File: src/rtl/gbre_pkg.sv
// Shared types and constants for the glyph bitmap run-length encoder.
// Holds pixel classes, header bases and the command passed from front to back.
// No dependencies.
package gbre_pkg;

	localparam int BYTE_W      = 8;
	localparam int LEN_W       = 7;   // run length 0..64
	localparam int MAX_RUN_DEF = 64;
	localparam int Q_DEPTH     = 4;

	localparam logic [BYTE_W-1:0] PIX_ZERO = 8'h00;
	localparam logic [BYTE_W-1:0] PIX_FULL = 8'hff;
	localparam logic [BYTE_W-1:0] HDR_ZERO = 8'h80;
	localparam logic [BYTE_W-1:0] HDR_FULL = 8'hc0;

	// Pixel / run class
	typedef enum logic [1:0] {
		CLS_NONE = 2'd0,
		CLS_ZERO = 2'd1,
		CLS_FULL = 2'd2,
		CLS_LIT  = 2'd3
	} cls_t;

	// One entry per input item that flushes something:
	// an optional earlier run (a) and an optional current run (b).
	typedef struct packed {
		logic             a_valid;
		cls_t             a_class;
		logic [LEN_W-1:0] a_len;
		logic             b_valid;
		cls_t             b_class;
		logic [LEN_W-1:0] b_len;
		logic             bank;   // literal bank of the flushed literal run
		logic             done;   // item closed the bitmap
	} cmd_t;

	// Back end hands a literal bank back to the front end
	typedef struct packed {
		logic valid;
		logic bank;
	} rel_t;

endpackage

File: src/rtl/gbre_ram.sv
// Generic simple dual-port RAM: one write port, one read port, registered read.
// Read data holds while the read enable is low. No dependencies.
module gbre_ram #(
	parameter int WIDTH = 8,
	parameter int DEPTH = 128
) (
	input  logic                     clk,
	input  logic                     we,
	input  logic [$clog2(DEPTH)-1:0] waddr,
	input  logic [WIDTH-1:0]         wdata,
	input  logic                     re,
	input  logic [$clog2(DEPTH)-1:0] raddr,
	output logic [WIDTH-1:0]         rdata
);

	logic [WIDTH-1:0] mem_q [DEPTH];
	logic [WIDTH-1:0] rdata_q;

	always_ff @(posedge clk) begin
		if (we) begin
			mem_q[waddr] <= wdata;
		end
		if (re) begin
			rdata_q <= mem_q[raddr];
		end
	end

	assign rdata = rdata_q;

endmodule

File: src/rtl/gbre_queue.sv
// Small command queue between the front and back ends of the encoder.
// Depends on gbre_pkg for the command type.
module gbre_queue
	import gbre_pkg::*;
#(
	parameter int DEPTH = Q_DEPTH
) (
	input  logic clk,
	input  logic arst_n,
	input  logic push,
	input  cmd_t push_cmd,
	input  logic pop,
	output cmd_t head,
	output logic full,
	output logic empty
);

	localparam int PW = (DEPTH > 1) ? $clog2(DEPTH) : 1;
	localparam int CW = $clog2(DEPTH + 1);

	cmd_t          slot_q [DEPTH];
	logic [PW-1:0] wr_ptr_q;
	logic [PW-1:0] rd_ptr_q;
	logic [CW-1:0] count_q;

	assign full  = (count_q == CW'(DEPTH));
	assign empty = (count_q == '0);
	assign head  = slot_q[rd_ptr_q];

	// storage
	always_ff @(posedge clk) begin
		if (push) begin
			slot_q[wr_ptr_q] <= push_cmd;
		end
	end

	// pointers and fill count
	always_ff @(posedge clk or negedge arst_n) begin
		if (!arst_n) begin
			wr_ptr_q <= '0;
			rd_ptr_q <= '0;
			count_q  <= '0;
		end else begin
			if (push) begin
				wr_ptr_q <= (wr_ptr_q == PW'(DEPTH - 1)) ? '0 : wr_ptr_q + 1'b1;
			end
			if (pop) begin
				rd_ptr_q <= (rd_ptr_q == PW'(DEPTH - 1)) ? '0 : rd_ptr_q + 1'b1;
			end
			if (push && !pop) begin
				count_q <= count_q + 1'b1;
			end else if (pop && !push) begin
				count_q <= count_q - 1'b1;
			end
		end
	end

endmodule

File: src/rtl/gbre_front.sv
// Front end: accepts pixels, classifies them, tracks the open run, stores
// literal bytes in a double-banked RAM and queues flush commands. Uses gbre_pkg.
module gbre_front
	import gbre_pkg::*;
#(
	parameter int MAX_RUN = MAX_RUN_DEF,
	localparam int IDX_W  = (MAX_RUN > 1) ? $clog2(MAX_RUN) : 1
) (
	input  logic                  clk,
	input  logic                  arst_n,
	input  logic                  s_tvalid,
	output logic                  s_tready,
	input  logic [BYTE_W-1:0]     s_tdata,
	input  logic                  s_tlast,
	input  logic                  q_full,
	input  rel_t                  rel,
	output logic                  q_push,
	output cmd_t                  q_cmd,
	output logic                  ram_we,
	output logic [IDX_W:0]        ram_waddr,
	output logic [BYTE_W-1:0]     ram_wdata
);

	cls_t             run_class_q;
	logic [LEN_W-1:0] run_len_q;
	logic             bank_q;
	logic [1:0]       busy_q;

	cls_t             cls;
	logic             accept;
	logic             lit_open;
	logic             flush_a;
	logic             flush_b;
	logic [LEN_W-1:0] base_len;
	logic [LEN_W-1:0] new_len;
	logic             lit_flush;

	// pixel class
	always_comb begin
		if (s_tdata == PIX_ZERO) begin
			cls = CLS_ZERO;
		end else if (s_tdata == PIX_FULL) begin
			cls = CLS_FULL;
		end else begin
			cls = CLS_LIT;
		end
	end

	// stall when the command queue is full, or when a new literal run would land in a bank still being read
	assign lit_open = (run_class_q == CLS_LIT) && (run_len_q != '0);
	assign s_tready = !q_full && !(busy_q[bank_q] && !lit_open);
	assign accept   = s_tvalid && s_tready;

	// run bookkeeping
	assign flush_a   = (run_len_q != '0) && (run_class_q != cls);
	assign base_len  = flush_a ? '0 : run_len_q;
	assign new_len   = base_len + 1'b1;
	assign flush_b   = (new_len >= LEN_W'(MAX_RUN)) || s_tlast;
	assign lit_flush = (flush_a && (run_class_q == CLS_LIT)) || (flush_b && (cls == CLS_LIT));

	// literal byte store
	assign ram_we    = accept && (cls == CLS_LIT);
	assign ram_waddr = {bank_q, base_len[IDX_W-1:0]};
	assign ram_wdata = s_tdata;

	// flush command
	assign q_push        = accept && (flush_a || flush_b);
	assign q_cmd.a_valid = flush_a;
	assign q_cmd.a_class = run_class_q;
	assign q_cmd.a_len   = run_len_q;
	assign q_cmd.b_valid = flush_b;
	assign q_cmd.b_class = cls;
	assign q_cmd.b_len   = new_len;
	assign q_cmd.bank    = bank_q;
	assign q_cmd.done    = s_tlast;

	always_ff @(posedge clk or negedge arst_n) begin
		if (!arst_n) begin
			run_class_q <= CLS_NONE;
			run_len_q   <= '0;
			bank_q      <= 1'b0;
			busy_q      <= '0;
		end else begin
			if (accept) begin
				if (flush_b) begin
					run_class_q <= CLS_NONE;
					run_len_q   <= '0;
				end else begin
					run_class_q <= cls;
					run_len_q   <= new_len;
				end
				if (lit_flush) begin
					bank_q <= !bank_q;
				end
			end
			// bank release from the back end, then claim on a literal flush
			for (int b = 0; b < 2; b++) begin
				if (accept && lit_flush && (bank_q == 1'(b))) begin
					busy_q[b] <= 1'b1;
				end else if (rel.valid && (rel.bank == 1'(b))) begin
					busy_q[b] <= 1'b0;
				end
			end
		end
	end

endmodule

File: src/rtl/gbre_back.sv
// Back end: walks queued flush commands one encoded byte per cycle unless the output
// stalls, reads literal bytes from the RAM and packs up to two bytes per item. Uses gbre_pkg.
module gbre_back
	import gbre_pkg::*;
#(
	parameter int MAX_RUN = MAX_RUN_DEF,
	localparam int IDX_W  = (MAX_RUN > 1) ? $clog2(MAX_RUN) : 1
) (
	input  logic                  clk,
	input  logic                  arst_n,
	input  cmd_t                  q_head,
	input  logic                  q_empty,
	output logic                  q_pop,
	output rel_t                  rel,
	output logic                  ram_re,
	output logic [IDX_W:0]        ram_raddr,
	input  logic [BYTE_W-1:0]     ram_rdata,
	output logic                  m_tvalid,
	input  logic                  m_tready,
	output logic [2*BYTE_W-1:0]   m_tdata,
	output logic                  m_tlast,
	output logic [1:0]            m_tuser
);

	typedef enum logic [2:0] {
		ST_IDLE = 3'b001,
		ST_A    = 3'b010,
		ST_B    = 3'b100
	} bstate_t;

	bstate_t          state_q;
	cmd_t             cmd_q;
	logic [LEN_W-1:0] pos_q;

	// byte stage
	logic              v_s2;
	logic [BYTE_W-1:0] hdr_s2;
	logic              lit_s2;
	logic              end_s2;
	logic              done_s2;

	// packer and output register
	logic              half_q;
	logic [BYTE_W-1:0] half_byte_q;
	logic              m_valid_q;
	logic [2*BYTE_W-1:0] m_data_q;
	logic              m_last_q;
	logic [1:0]        m_user_q;

	logic              active;
	logic              seg_b;
	cls_t              seg_class;
	logic [LEN_W-1:0]  seg_len;
	logic              seg_lit;
	logic              seg_end;
	logic              item_end;
	logic              adv;
	logic              step;
	logic              load;
	logic [LEN_W-1:0]  lit_idx;
	logic [BYTE_W-1:0] hdr;
	logic [BYTE_W-1:0] cur_byte;
	logic              emit;

	// current segment of the command
	assign active    = (state_q != ST_IDLE);
	assign seg_b     = (state_q == ST_B);
	assign seg_class = seg_b ? cmd_q.b_class : cmd_q.a_class;
	assign seg_len   = seg_b ? cmd_q.b_len : cmd_q.a_len;
	assign seg_lit   = (seg_class == CLS_LIT);
	assign seg_end   = !seg_lit || (pos_q == seg_len);
	assign item_end  = seg_end && (seg_b || !cmd_q.b_valid);

	assign adv   = !m_valid_q || m_tready;
	assign step  = active && adv;
	assign load  = (!active || (step && item_end)) && !q_empty;
	assign q_pop = load;

	// header byte of the current segment
	always_comb begin
		unique case (seg_class)
			CLS_ZERO: hdr = HDR_ZERO + BYTE_W'(seg_len) - 1'b1;
			CLS_FULL: hdr = HDR_FULL + BYTE_W'(seg_len) - 1'b1;
			CLS_LIT:  hdr = BYTE_W'(seg_len) - 1'b1;
			default:  hdr = '0;
		endcase
	end

	// literal reads; the bank goes back to the front with the last read
	assign lit_idx   = pos_q - 1'b1;
	assign ram_re    = step && seg_lit && (pos_q != '0);
	assign ram_raddr = {cmd_q.bank, lit_idx[IDX_W-1:0]};
	assign rel.valid = step && seg_lit && seg_end;
	assign rel.bank  = cmd_q.bank;

	// sequencer
	always_ff @(posedge clk or negedge arst_n) begin
		if (!arst_n) begin
			state_q <= ST_IDLE;
			pos_q   <= '0;
		end else if (load) begin
			state_q <= q_head.a_valid ? ST_A : ST_B;
			pos_q   <= '0;
		end else if (step) begin
			if (item_end) begin
				state_q <= ST_IDLE;
			end else if (seg_end) begin
				state_q <= ST_B;
				pos_q   <= '0;
			end else begin
				pos_q <= pos_q + 1'b1;
			end
		end
	end

	always_ff @(posedge clk) begin
		if (load) begin
			cmd_q <= q_head;
		end
	end

	// byte stage, moves with the output side
	always_ff @(posedge clk or negedge arst_n) begin
		if (!arst_n) begin
			v_s2 <= 1'b0;
		end else if (adv) begin
			v_s2 <= step;
		end
	end

	always_ff @(posedge clk) begin
		if (adv) begin
			hdr_s2  <= hdr;
			lit_s2  <= seg_lit && (pos_q != '0);
			end_s2  <= item_end;
			done_s2 <= cmd_q.done;
		end
	end

	// pair packing
	assign cur_byte = lit_s2 ? ram_rdata : hdr_s2;
	assign emit     = v_s2 && (half_q || end_s2);

	always_ff @(posedge clk or negedge arst_n) begin
		if (!arst_n) begin
			half_q    <= 1'b0;
			m_valid_q <= 1'b0;
		end else if (adv) begin
			m_valid_q <= emit;
			if (v_s2) begin
				half_q <= !half_q && !end_s2;
			end
		end
	end

	always_ff @(posedge clk) begin
		if (adv && v_s2 && !half_q) begin
			half_byte_q <= cur_byte;
		end
		if (adv && emit) begin
			m_data_q <= half_q ? {cur_byte, half_byte_q} : {{BYTE_W{1'b0}}, cur_byte};
			m_user_q <= {end_s2, half_q};
			m_last_q <= end_s2 && done_s2;
		end
	end

	assign m_tvalid = m_valid_q;
	assign m_tdata  = m_data_q;
	assign m_tuser  = m_user_q;
	assign m_tlast  = m_last_q;

endmodule

File: src/rtl/glyph_bitmap_rle_encoder_core.sv
// Glyph bitmap run-length encoder, top level.
// Path: flushing pixel -> command queue -> back-end command register -> byte stage -> output register.
// Throughput: up to one pixel per cycle; the front stalls while the command queue is full or
// a new literal run needs a bank still being read. The back end makes one encoded byte per
// cycle (one RAM read port) while the output is not stalled.
// Reset: arst_n clears run state, queue and output; the literal RAM is not cleared.
module glyph_bitmap_rle_encoder_core
	import gbre_pkg::*;
#(
	parameter int MAX_RUN     = MAX_RUN_DEF,
	parameter int QUEUE_DEPTH = Q_DEPTH
) (
	input  logic                clk,
	input  logic                arst_n,
	input  logic                s_tvalid,
	output logic                s_tready,
	input  logic [BYTE_W-1:0]   s_tdata,   // [7:0] pixel
	input  logic                s_tlast,   // end_of_bitmap
	output logic                m_tvalid,
	input  logic                m_tready,
	output logic [2*BYTE_W-1:0] m_tdata,   // [7:0] first_byte, [15:8] second_byte
	output logic                m_tlast,   // stream_done
	output logic [1:0]          m_tuser    // [0] pair_valid, [1] last_of_burst
);

	localparam int IDX_W = (MAX_RUN > 1) ? $clog2(MAX_RUN) : 1;
	localparam int AW    = IDX_W + 1;

	logic              q_push;
	logic              q_pop;
	logic              q_full;
	logic              q_empty;
	cmd_t              q_cmd;
	cmd_t              q_head;
	rel_t              rel;
	logic              ram_we;
	logic [AW-1:0]     ram_waddr;
	logic [BYTE_W-1:0] ram_wdata;
	logic              ram_re;
	logic [AW-1:0]     ram_raddr;
	logic [BYTE_W-1:0] ram_rdata;

	gbre_front #(.MAX_RUN(MAX_RUN)) u_front (
		.clk       (clk),
		.arst_n    (arst_n),
		.s_tvalid  (s_tvalid),
		.s_tready  (s_tready),
		.s_tdata   (s_tdata),
		.s_tlast   (s_tlast),
		.q_full    (q_full),
		.rel       (rel),
		.q_push    (q_push),
		.q_cmd     (q_cmd),
		.ram_we    (ram_we),
		.ram_waddr (ram_waddr),
		.ram_wdata (ram_wdata)
	);

	gbre_queue #(.DEPTH(QUEUE_DEPTH)) u_queue (
		.clk      (clk),
		.arst_n   (arst_n),
		.push     (q_push),
		.push_cmd (q_cmd),
		.pop      (q_pop),
		.head     (q_head),
		.full     (q_full),
		.empty    (q_empty)
	);

	// two literal banks of MAX_RUN bytes (rounded up to a power of two)
	gbre_ram #(.WIDTH(BYTE_W), .DEPTH(2 ** AW)) u_ram (
		.clk   (clk),
		.we    (ram_we),
		.waddr (ram_waddr),
		.wdata (ram_wdata),
		.re    (ram_re),
		.raddr (ram_raddr),
		.rdata (ram_rdata)
	);

	gbre_back #(.MAX_RUN(MAX_RUN)) u_back (
		.clk       (clk),
		.arst_n    (arst_n),
		.q_head    (q_head),
		.q_empty   (q_empty),
		.q_pop     (q_pop),
		.rel       (rel),
		.ram_re    (ram_re),
		.ram_raddr (ram_raddr),
		.ram_rdata (ram_rdata),
		.m_tvalid  (m_tvalid),
		.m_tready  (m_tready),
		.m_tdata   (m_tdata),
		.m_tlast   (m_tlast),
		.m_tuser   (m_tuser)
	);

`ifndef SYNTH
	a_push_not_full: assert property (@(posedge clk) disable iff (!arst_n)
		q_push |-> !q_full) else $error("command pushed into full queue");

	a_pop_not_empty: assert property (@(posedge clk) disable iff (!arst_n)
		q_pop |-> !q_empty) else $error("command popped from empty queue");

	a_bank_split: assert property (@(posedge clk) disable iff (!arst_n)
		(ram_we && ram_re) |-> (ram_waddr[AW-1] != ram_raddr[AW-1]))
		else $error("literal write and read hit the same bank");

	a_done_is_last: assert property (@(posedge clk) disable iff (!arst_n)
		(m_tvalid && m_tlast) |-> m_tuser[1])
		else $error("bitmap end on an item that is not last of its burst");
`endif

endmodule
File: config.mk
export PLATFORM = sky130hd
export DESIGN_NAME = glyph_bitmap_rle_encoder_core
export DESIGN_NICKNAME = d
export VERILOG_FILES = /design/src/rtl/gbre_pkg.sv /design/src/rtl/gbre_ram.sv /design/src/rtl/gbre_queue.sv /design/src/rtl/gbre_front.sv /design/src/rtl/gbre_back.sv /design/src/rtl/glyph_bitmap_rle_encoder_core.sv
export SDC_FILE = /design/constraint.sdc
export NUM_CORES = 1
export LEC_CHECK = 0
export ABC_AREA = 1
export ABC_CLOCK_PERIOD_IN_PS = 8500
export BUFFER_PORTS_ARGS = -buffer_cell sky130_fd_sc_hd__buf_2
export CAP_MARGIN = 10
export CELL_PAD_IN_SITES_DETAIL_PLACEMENT = 0
export CELL_PAD_IN_SITES_GLOBAL_PLACEMENT = 1
export CORE_MARGIN = 3
export CORE_UTILIZATION = 55
export DETAILED_ROUTE_END_ITERATION = 8
export PLACE_DENSITY = 0.8
export SYNTH_ARGS = -nofsm -noshare
export SYNTH_HDL_FRONTEND = slang
export SYNTH_SLANG_ARGS = --single-unit
File: constraint.sdc
create_clock -name clk -period 8.5 [get_ports clk]
set_input_delay 0.425 -clock clk [delete_from_list [all_inputs] [get_ports clk]]
set_output_delay 0.425 -clock clk [all_outputs]
set_load 0.05 [all_outputs]
==> impl_metrics.py, run 1 <==
metrics = {
    "clock_network": {
        "clkSlewWorstSetupHoldPaths_ps": 60,
        "clockBufferDepth": 3,
        "postCtsSetupBuffers": 0,
        "cts_resized": 0,
        "clk-insertion-delay-late_ps": 690,
        "root_buffer": "clkbuf_16",
        "cts_sinks": 1211,
        "cts_max_level": 3,
        "cts_tree": "yes",
        "hold_buffers": 2,
        "numCtsBuffers": 120,
    },
    "yosys": {
        "ys_seq_area_share_pct": 73.6,
        "synth_top_cell_area_share_pct": 71.9,
        "synthArstFlopShare_pct": 2.64,
        "synth.distinct_cells": 41,
        "synth.top_cells.by_count": "edfxtp_1, nor2_1, o21ai_0",
        "synth_most_common_cell": "edfxtp_1",
        "synth_warnings": 0,
        "synth_area_um2": 49200,
        "ys_top_cells_by_area": "edfxtp_1, nor2_1, o21ai_0",
        "synth_flop_cell": "edfxtp_1",
        "yosysTopAreaCell": "edfxtp_1",
        "syn_inst": 3883,
        "synth_edf_count": 1179,
        "yosys_register_bits": 1211,
        "syn-num-nets": 3907,
        "postSynthAreaPerCell_um2": 12.7,
    },
    "floorplan": {
        "fp.dieArea_um2": 93100,
        "fp.dieH_um": 305,
        "coreArea_um2": 88500,
        "die_w_um": 305,
        "io_pins": 34,
        "rows": 109,
        "initial_utilization_pct": 55.6,
    },
    "detailed_routing": {
        "drc": 0,
        "wl_mm": 122,
        "vias_per_cell": 6.03,
        "routed-via-count": 30700,
        "antenna_left": 0,
        "drtIter0Drc": 3621,
        "firstDrtPassIters": 6,
        "wl_per_cell_um": 23.9,
    },
    "critical_path": {
        "crit_path_start_kind": "flip-flop",
        "worstPathRequired_ps": 8940,
        "worstPathMaxFanout": 163,
        "arrival_ps": 4870,
        "path_class": "reg -> reg",
        "crit_path_end_kind": "flip-flop",
    },
    "sta": {
        "fin_crit_sh_pct": 52.2,
        "finalHoldViolations": 0,
        "rsz0062_at_grt": "false",
        "slew_violations": 0,
        "finClkSkew_ps": 33.3,
        "relSlewSlack_pct": 12.2,
        "max_freq_ghz": 0.225,
        "finalCriticalPeriod_ps": 4440,
        "setup_violations": 0,
        "worst_pin_slew_ps": 1310,
        "setup_tns_ps": 0,
        "timing.hold.ws_ps": 43.2,
    },
    "global_routing": {
        "grt_pass1_wl_mm": 184,
        "grt_use_met2_pct": 41.5,
        "met1_usage_pct": 37.6,
        "antenna_found_initial": 3,
        "grt-ovfl-total": 0,
        "grt_max_degree": 214,
        "busiest_layer": "met2",
        "grt_use_met3_pct": 4.03,
        "first_global_vias": 29500,
        "grt_usage_pct": 26.0,
    },
    "job": {
        "cap_viol_max_count": 0,
    },
    "status": {
        "status": "completed",
    },
    "min_path": {
        "holdCritPathClass": "in -> reg",
    },
    "placement": {
        "dp.final_hpwl_mm": 70.2,
        "place_congestion": 0.853,
        "numPortBuffers": 33,
    },
    "power_and_ir_drop": {
        "vdd.ir_drop.worst_uv": 196,
        "p_per_area_nw_per_um2": 299,
        "power_mw": 16.1,
        "p_leak_nw": 17.4,
    },
    "finish": {
        "diodes": 0,
        "area_growth_pct": 9.51,
        "layout.nets": 3862,
        "drive_above_1_share_pct": 7.17,
        "seq_area_um2": 36200,
        "multi_input_area_um2": 11700,
        "fillerInstances": 6824,
    },
}
-- path summary, 6_finish.rpt --
check | start | cells after the start | to | slack, ps
setup / recovery | u_back.pos_q[0] | 14 | u_ram.rdata[4] | 4060
hold / removal | m_tready | 4 | u_back.v_s2 | 40
setup reg to reg | u_back.pos_q[0] | 14 | u_ram.rdata[4] | 4060
hold reg to reg | u_back.cmd_q[0] | 0 | u_back.done_s2 | 420
max in group asynchronous | arst_n | 2 | u_back.pos_q[0] | 7470
min in group asynchronous | arst_n | 2 | u_queue.count_q[2] | 380
-- cells by family (layout without fill, tap and decap cells) --
kind of cell | Yosys count | count (layout) | share of synthesized area, %
adder cells (fa/ha/maj) | 11 | 11 | 0.295
XOR/XNOR | 15 | 15 | 0.282
buffers and inverters | 329 | 377 | 2.78
AO/OA/AOI/OAI | 878 | 878 | 10.4
AND/OR/NAND/NOR | 1367 | 1367 | 11.2
multiplexers | 72 | 72 | 1.46
flip-flops | 1211 | 1211 | 73.6
-- through the flow --
stage	instance area, µm²	std cells	worst slack (ps)	utilization [%]
after CTS	53900	5095	4060	60.9
final	53900	5096	4060	60.9
after floorplan	49200	3883	5000	-
after global placement	50300	4878	3650	56.8
after global routing	53900	5096	3800	60.9
after detailed placement	50300	4878	3710	56.8
-- sequential cells by signal, indices dropped and copies added, names as in the netlist, 2 cells and up --
signal and count:
u_front.run_len_q 7, u_back.m_tdata 16, u_back.state_q 3, u_back.hdr_s2 8, u_queue.wr_ptr_q 2, u_queue.rd_ptr_q 2, u_front.busy_q 2, u_ram.rdata 8
u_back.m_tuser 2, u_queue.slot_q 88, u_front.run_class_q 2, u_back.half_byte_q 8, u_ram.mem_q 1024, u_back.cmd_q 20, u_back.pos_q 7, u_queue.count_q 3
-- final cells by class --
type	count	area share (%)
inverter	84	0.604
clock inverter	71	0.817
clock buffer	144	5.82
sequential	1211	67.2
timing repair buffer	78	1.13
tap	1165	2.70
multi-input combinational	2343	21.7
-- cells in the final DEF, fill, tap and decap left out, types with 3 or more instances in the layout --
cell	instances
nor2_2	4
nand3_1	148
clkbuf_1	22
o221ai_1	32
ha_1	9
o21ai_1	6
nand2_1	320
dfrtp_1	30
bufinv_16	4
xnor2_1	6
inv_2	3
buf_4	45
o22ai_1	66
nand3b_1	5
inv_1	75
o21ai_0	576
clkbuf_16	122
nor2_4	4
edfxtp_1	1179
clkinv_2	29
nor3_1	7
o32ai_1	24
clkinv_1	37
o211ai_1	164
mux2i_1	72
nand2_2	6
buf_2	25
a21oi_1	7
nand4_1	11
buf_12	5
nor3_2	5
nand3_2	10
nor2_1	841
xor2_1	7
-- per-layer routing --
metal,up-vias,wire [µm]
met5,-,0
met4,0,3310
met3,175,9440
met2,1225,57600
met1,15200,51400
li1,14100,-
-- report_power, final --
group | switching [mW] | leakage (nW) | internal [mW]
registers | 0.176 | 11.0 | 6.95
logic | 3.03 | 4.62 | 1.09
clock network | 2.15 | 1.78 | 2.72
total | 5.35 | 17.4 | 10.8
-- critical path, stage by stage (launching register included) --
cell and delay, ps:
dfrtp_4 820, inv_8 320, ha_4 940, buf_12 470, nor2_1 100, o21ai_0 140
o211ai_1 180, o21ai_0 180, nand2_1 140, nand2_1 130, nand2_1 70, nand3_1 170
nand2_1 80, nand2_1 70, nand2_1 50
(Power assumes the default switching activity.)
==> run 2, diff against run 1 <==
--- a/config.mk
+++ b/config.mk
@@ -6,15 +6,15 @@
 export NUM_CORES = 1
 export LEC_CHECK = 0
 export ABC_AREA = 1
-export ABC_CLOCK_PERIOD_IN_PS = 8500
+export ABC_CLOCK_PERIOD_IN_PS = 4500
 export BUFFER_PORTS_ARGS = -buffer_cell sky130_fd_sc_hd__buf_2
 export CAP_MARGIN = 10
 export CELL_PAD_IN_SITES_DETAIL_PLACEMENT = 0
 export CELL_PAD_IN_SITES_GLOBAL_PLACEMENT = 1
 export CORE_MARGIN = 3
-export CORE_UTILIZATION = 55
+export CORE_UTILIZATION = 52
 export DETAILED_ROUTE_END_ITERATION = 8
-export PLACE_DENSITY = 0.8
+export PLACE_DENSITY = 0.77
 export SYNTH_ARGS = -nofsm -noshare
 export SYNTH_HDL_FRONTEND = slang
 export SYNTH_SLANG_ARGS = --single-unit
==> constraint.sdc (replaced) <==
create_clock -name clk -period 4.5 [get_ports clk]
set_input_delay 0.225 -clock clk [delete_from_list [all_inputs] [get_ports clk]]
set_output_delay 0.225 -clock clk [all_outputs]
set_load 0.05 [all_outputs]
==> run 2 against run 1 <==
  * Cell area rose by 1.6%
  * Via count fell by 0.22%
  * Register-to-register slack got worse by 3300 ps
  * Critical endpoint is now u_ram.mem_q[43][7]
  * Clock skew fell by 5.9 ps
  * Wire length fell by 0.34%
  * Sequential cell count did not move
  * Total power rose by 91%
  * Clock power rose by 93%
  * Final cell count rose by 3.4%
  * Utilization fell by 2.4 points
  * Combinational power rose by 91%
==> impl_metrics.py, run 2 (same netlist as run 1, synthesis figures left out) <==
metrics = {
    "critical_path": {
        "crit_path_start_kind": "input port",
        "arrival_ps": 4080,
        "r2r_slack_ps": 790,
        "path_class": "in -> reg",
        "crit_path_end_kind": "flip-flop",
        "r2r_end": "u_ram.mem_q[37][0]",
        "rr_startpoint": "u_front.run_len_q[2]",
        "worstPathMaxFanout": 8,
        "worstPathRequired_ps": 4830,
        "r2r_cells": 11,
    },
    "clock_network": {
        "numCtsBuffers": 118,
        "clkSlewWorstSetupHoldPaths_ps": 60,
        "cts_max_level": 3,
        "cts_tree": "yes",
        "root_buffer": "clkbuf_16",
        "cts_resized": 0,
        "hold_buffers": 5,
        "clockBufferDepth": 3,
        "postCtsSetupBuffers": 0,
        "clk-insertion-delay-late_ps": 700,
        "cts_sinks": 1211,
    },
    "sta": {
        "finalCriticalPeriod_ps": 3750,
        "fin_crit_sh_pct": 83.4,
        "finClkSkew_ps": 27.5,
        "worst_pin_slew_ps": 1190,
        "rsz0062_at_grt": "false",
        "finalHoldViolations": 0,
        "setup_tns_ps": 0,
        "relSlewSlack_pct": 21.0,
        "setup_violations": 0,
        "max_freq_ghz": 0.266,
        "slew_violations": 0,
    },
    "min_path": {
        "hold_start": "s_tdata[7]",
        "hold_end": "u_queue.slot_q[1][9]",
        "holdCritPathClass": "in -> reg",
        "holdPathStages": 5,
    },
    "floorplan": {
        "fp.dieArea_um2": 98400,
        "fp.dieH_um": 314,
        "initial_utilization_pct": 52.6,
        "coreArea_um2": 93600,
        "rows": 112,
        "io_pins": 34,
        "die_w_um": 314,
    },
    "finish": {
        "most-common-layout-cells": "edfxtp_1, nor2_1, o21ai_0, nand2_1, o211ai_1",
        "layout.nets": 3943,
        "final_cell_count_no_fill": 5267,
        "largest_reg_flops": 1024,
        "reg.largest.list": "u_ram.mem_q (1024), u_queue.slot_q (88), u_back.cmd_q (20)",
        "drive_above_1_share_pct": 8.85,
        "largest-register": "u_ram.mem_q",
        "layout_commonest_cell": "edfxtp_1",
        "area_growth_pct": 11.2,
    },
    "global_routing": {
        "grt_max_degree": 226,
        "grt_usage_pct": 24.5,
        "first_global_vias": 29300,
        "antenna_found_initial": 2,
        "grt_pass1_wl_mm": 182,
        "grt-ovfl-total": 0,
    },
    "detailed_routing": {
        "drc": 0,
        "wl_per_cell_um": 23.0,
        "firstDrtPassIters": 6,
        "routed-via-count": 30700,
        "drtIter0Drc": 3285,
        "wl_mm": 121,
        "vias_per_cell": 5.82,
        "antenna_left": 0,
    },
    "status": {
        "status": "completed",
    },
    "power_and_ir_drop": {
        "p_leak_nw": 17.9,
        "vdd.ir_drop.worst_uv": 369,
        "p_per_area_nw_per_um2": 561,
    },
    "placement": {
        "numPortBuffers": 33,
        "dp_cells": 5048,
        "place_congestion": 0.831,
        "dp.final_hpwl_mm": 70.9,
    },
    "job": {
        "cap_viol_max_count": 0,
    },
}
==> run 2: changes by cell type in the layout (fill, tap and decap cells not counted), moves of 4 or more <==
cell       previous run  this run
buf_4                45       122
clkinv_2             29        20
nor3_1                7        12
nor3_2                5         0
buf_12                5         9
bufinv_16             4         8
clkinv_1             37        33
==> run 2: how the worst max path moves through the flow <==
stage                         startpoint                   end  cells past startpoint
floorplan           u_front.run_len_q[2]  u_queue.slot_q[3][0]                     17
global placement              s_tdata[2]    u_queue.count_q[2]                     26
detailed placement            s_tdata[2]    u_ram.mem_q[43][2]                     12
CTS                           s_tdata[2]    u_ram.mem_q[43][7]                     13
global route                  s_tdata[2]    u_ram.mem_q[43][7]                     13
finish                        s_tdata[6]    u_ram.mem_q[43][7]                     13
==> run 2: worst max-delay path: stages <==
cell and delay [ps]:
dlygate4sd3_1 760, buf_4 210, nand2_1 50, nor2_1 130, nand3_1 90, nand2_1 90
nand3_1 80, nand2_1 150, buf_4 190, nand2_1 100, nor2_1 740, nand2_1 500
nor2_1 740
==> run 2: layout make-up <==
cell class	count	area [µm²]
clock buffers	145	3090
multi-input cells	2343	11700
diodes	1	2.50
repair buffers	161	1270
flip-flops and latches	1211	36200
inverters	84	325
fillers	7502	38900
clock inverters	68	584
well taps	1254	1570
==> run 2: metrics by stage <==
step | setup slack [ps] | hold slack, ps | power, mW | cell area [µm²] | util [%]
3_5_place_dp | 481 | 391 | 21.5 | 51000 | 54.5
3_3_place_gp | 493 | 391 | 21.5 | 51000 | 54.5
5_1_grt | 432 | 86.0 | 32.2 | 54700 | 58.5
2_1_floorplan | 1020 | -70.6 | 18.8 | 49200 | -
4_1_cts | 688 | 48.0 | 30.9 | 54700 | 58.5
6_report | 745 | 91.2 | 30.7 | 54700 | 58.5
==> run 2: layer usage <==
| layer | routed length [µm] | global-route usage, % |
|---|---|---|
| met3 | 8430 | 3.73 |
| met2 | 57600 | 38.7 |
| met4 | 3300 | 7.21 |
| met1 | 52000 | 35.6 |
| met5 | 11 | 0 |
==> run 2: where the power goes <==
group | switching [mW] | leakage, nW | internal, mW
Combinational | 5.73 | 5.05 | 2.13
Sequential | 0.342 | 11.0 | 13.1
Clock | 4.08 | 1.80 | 5.31
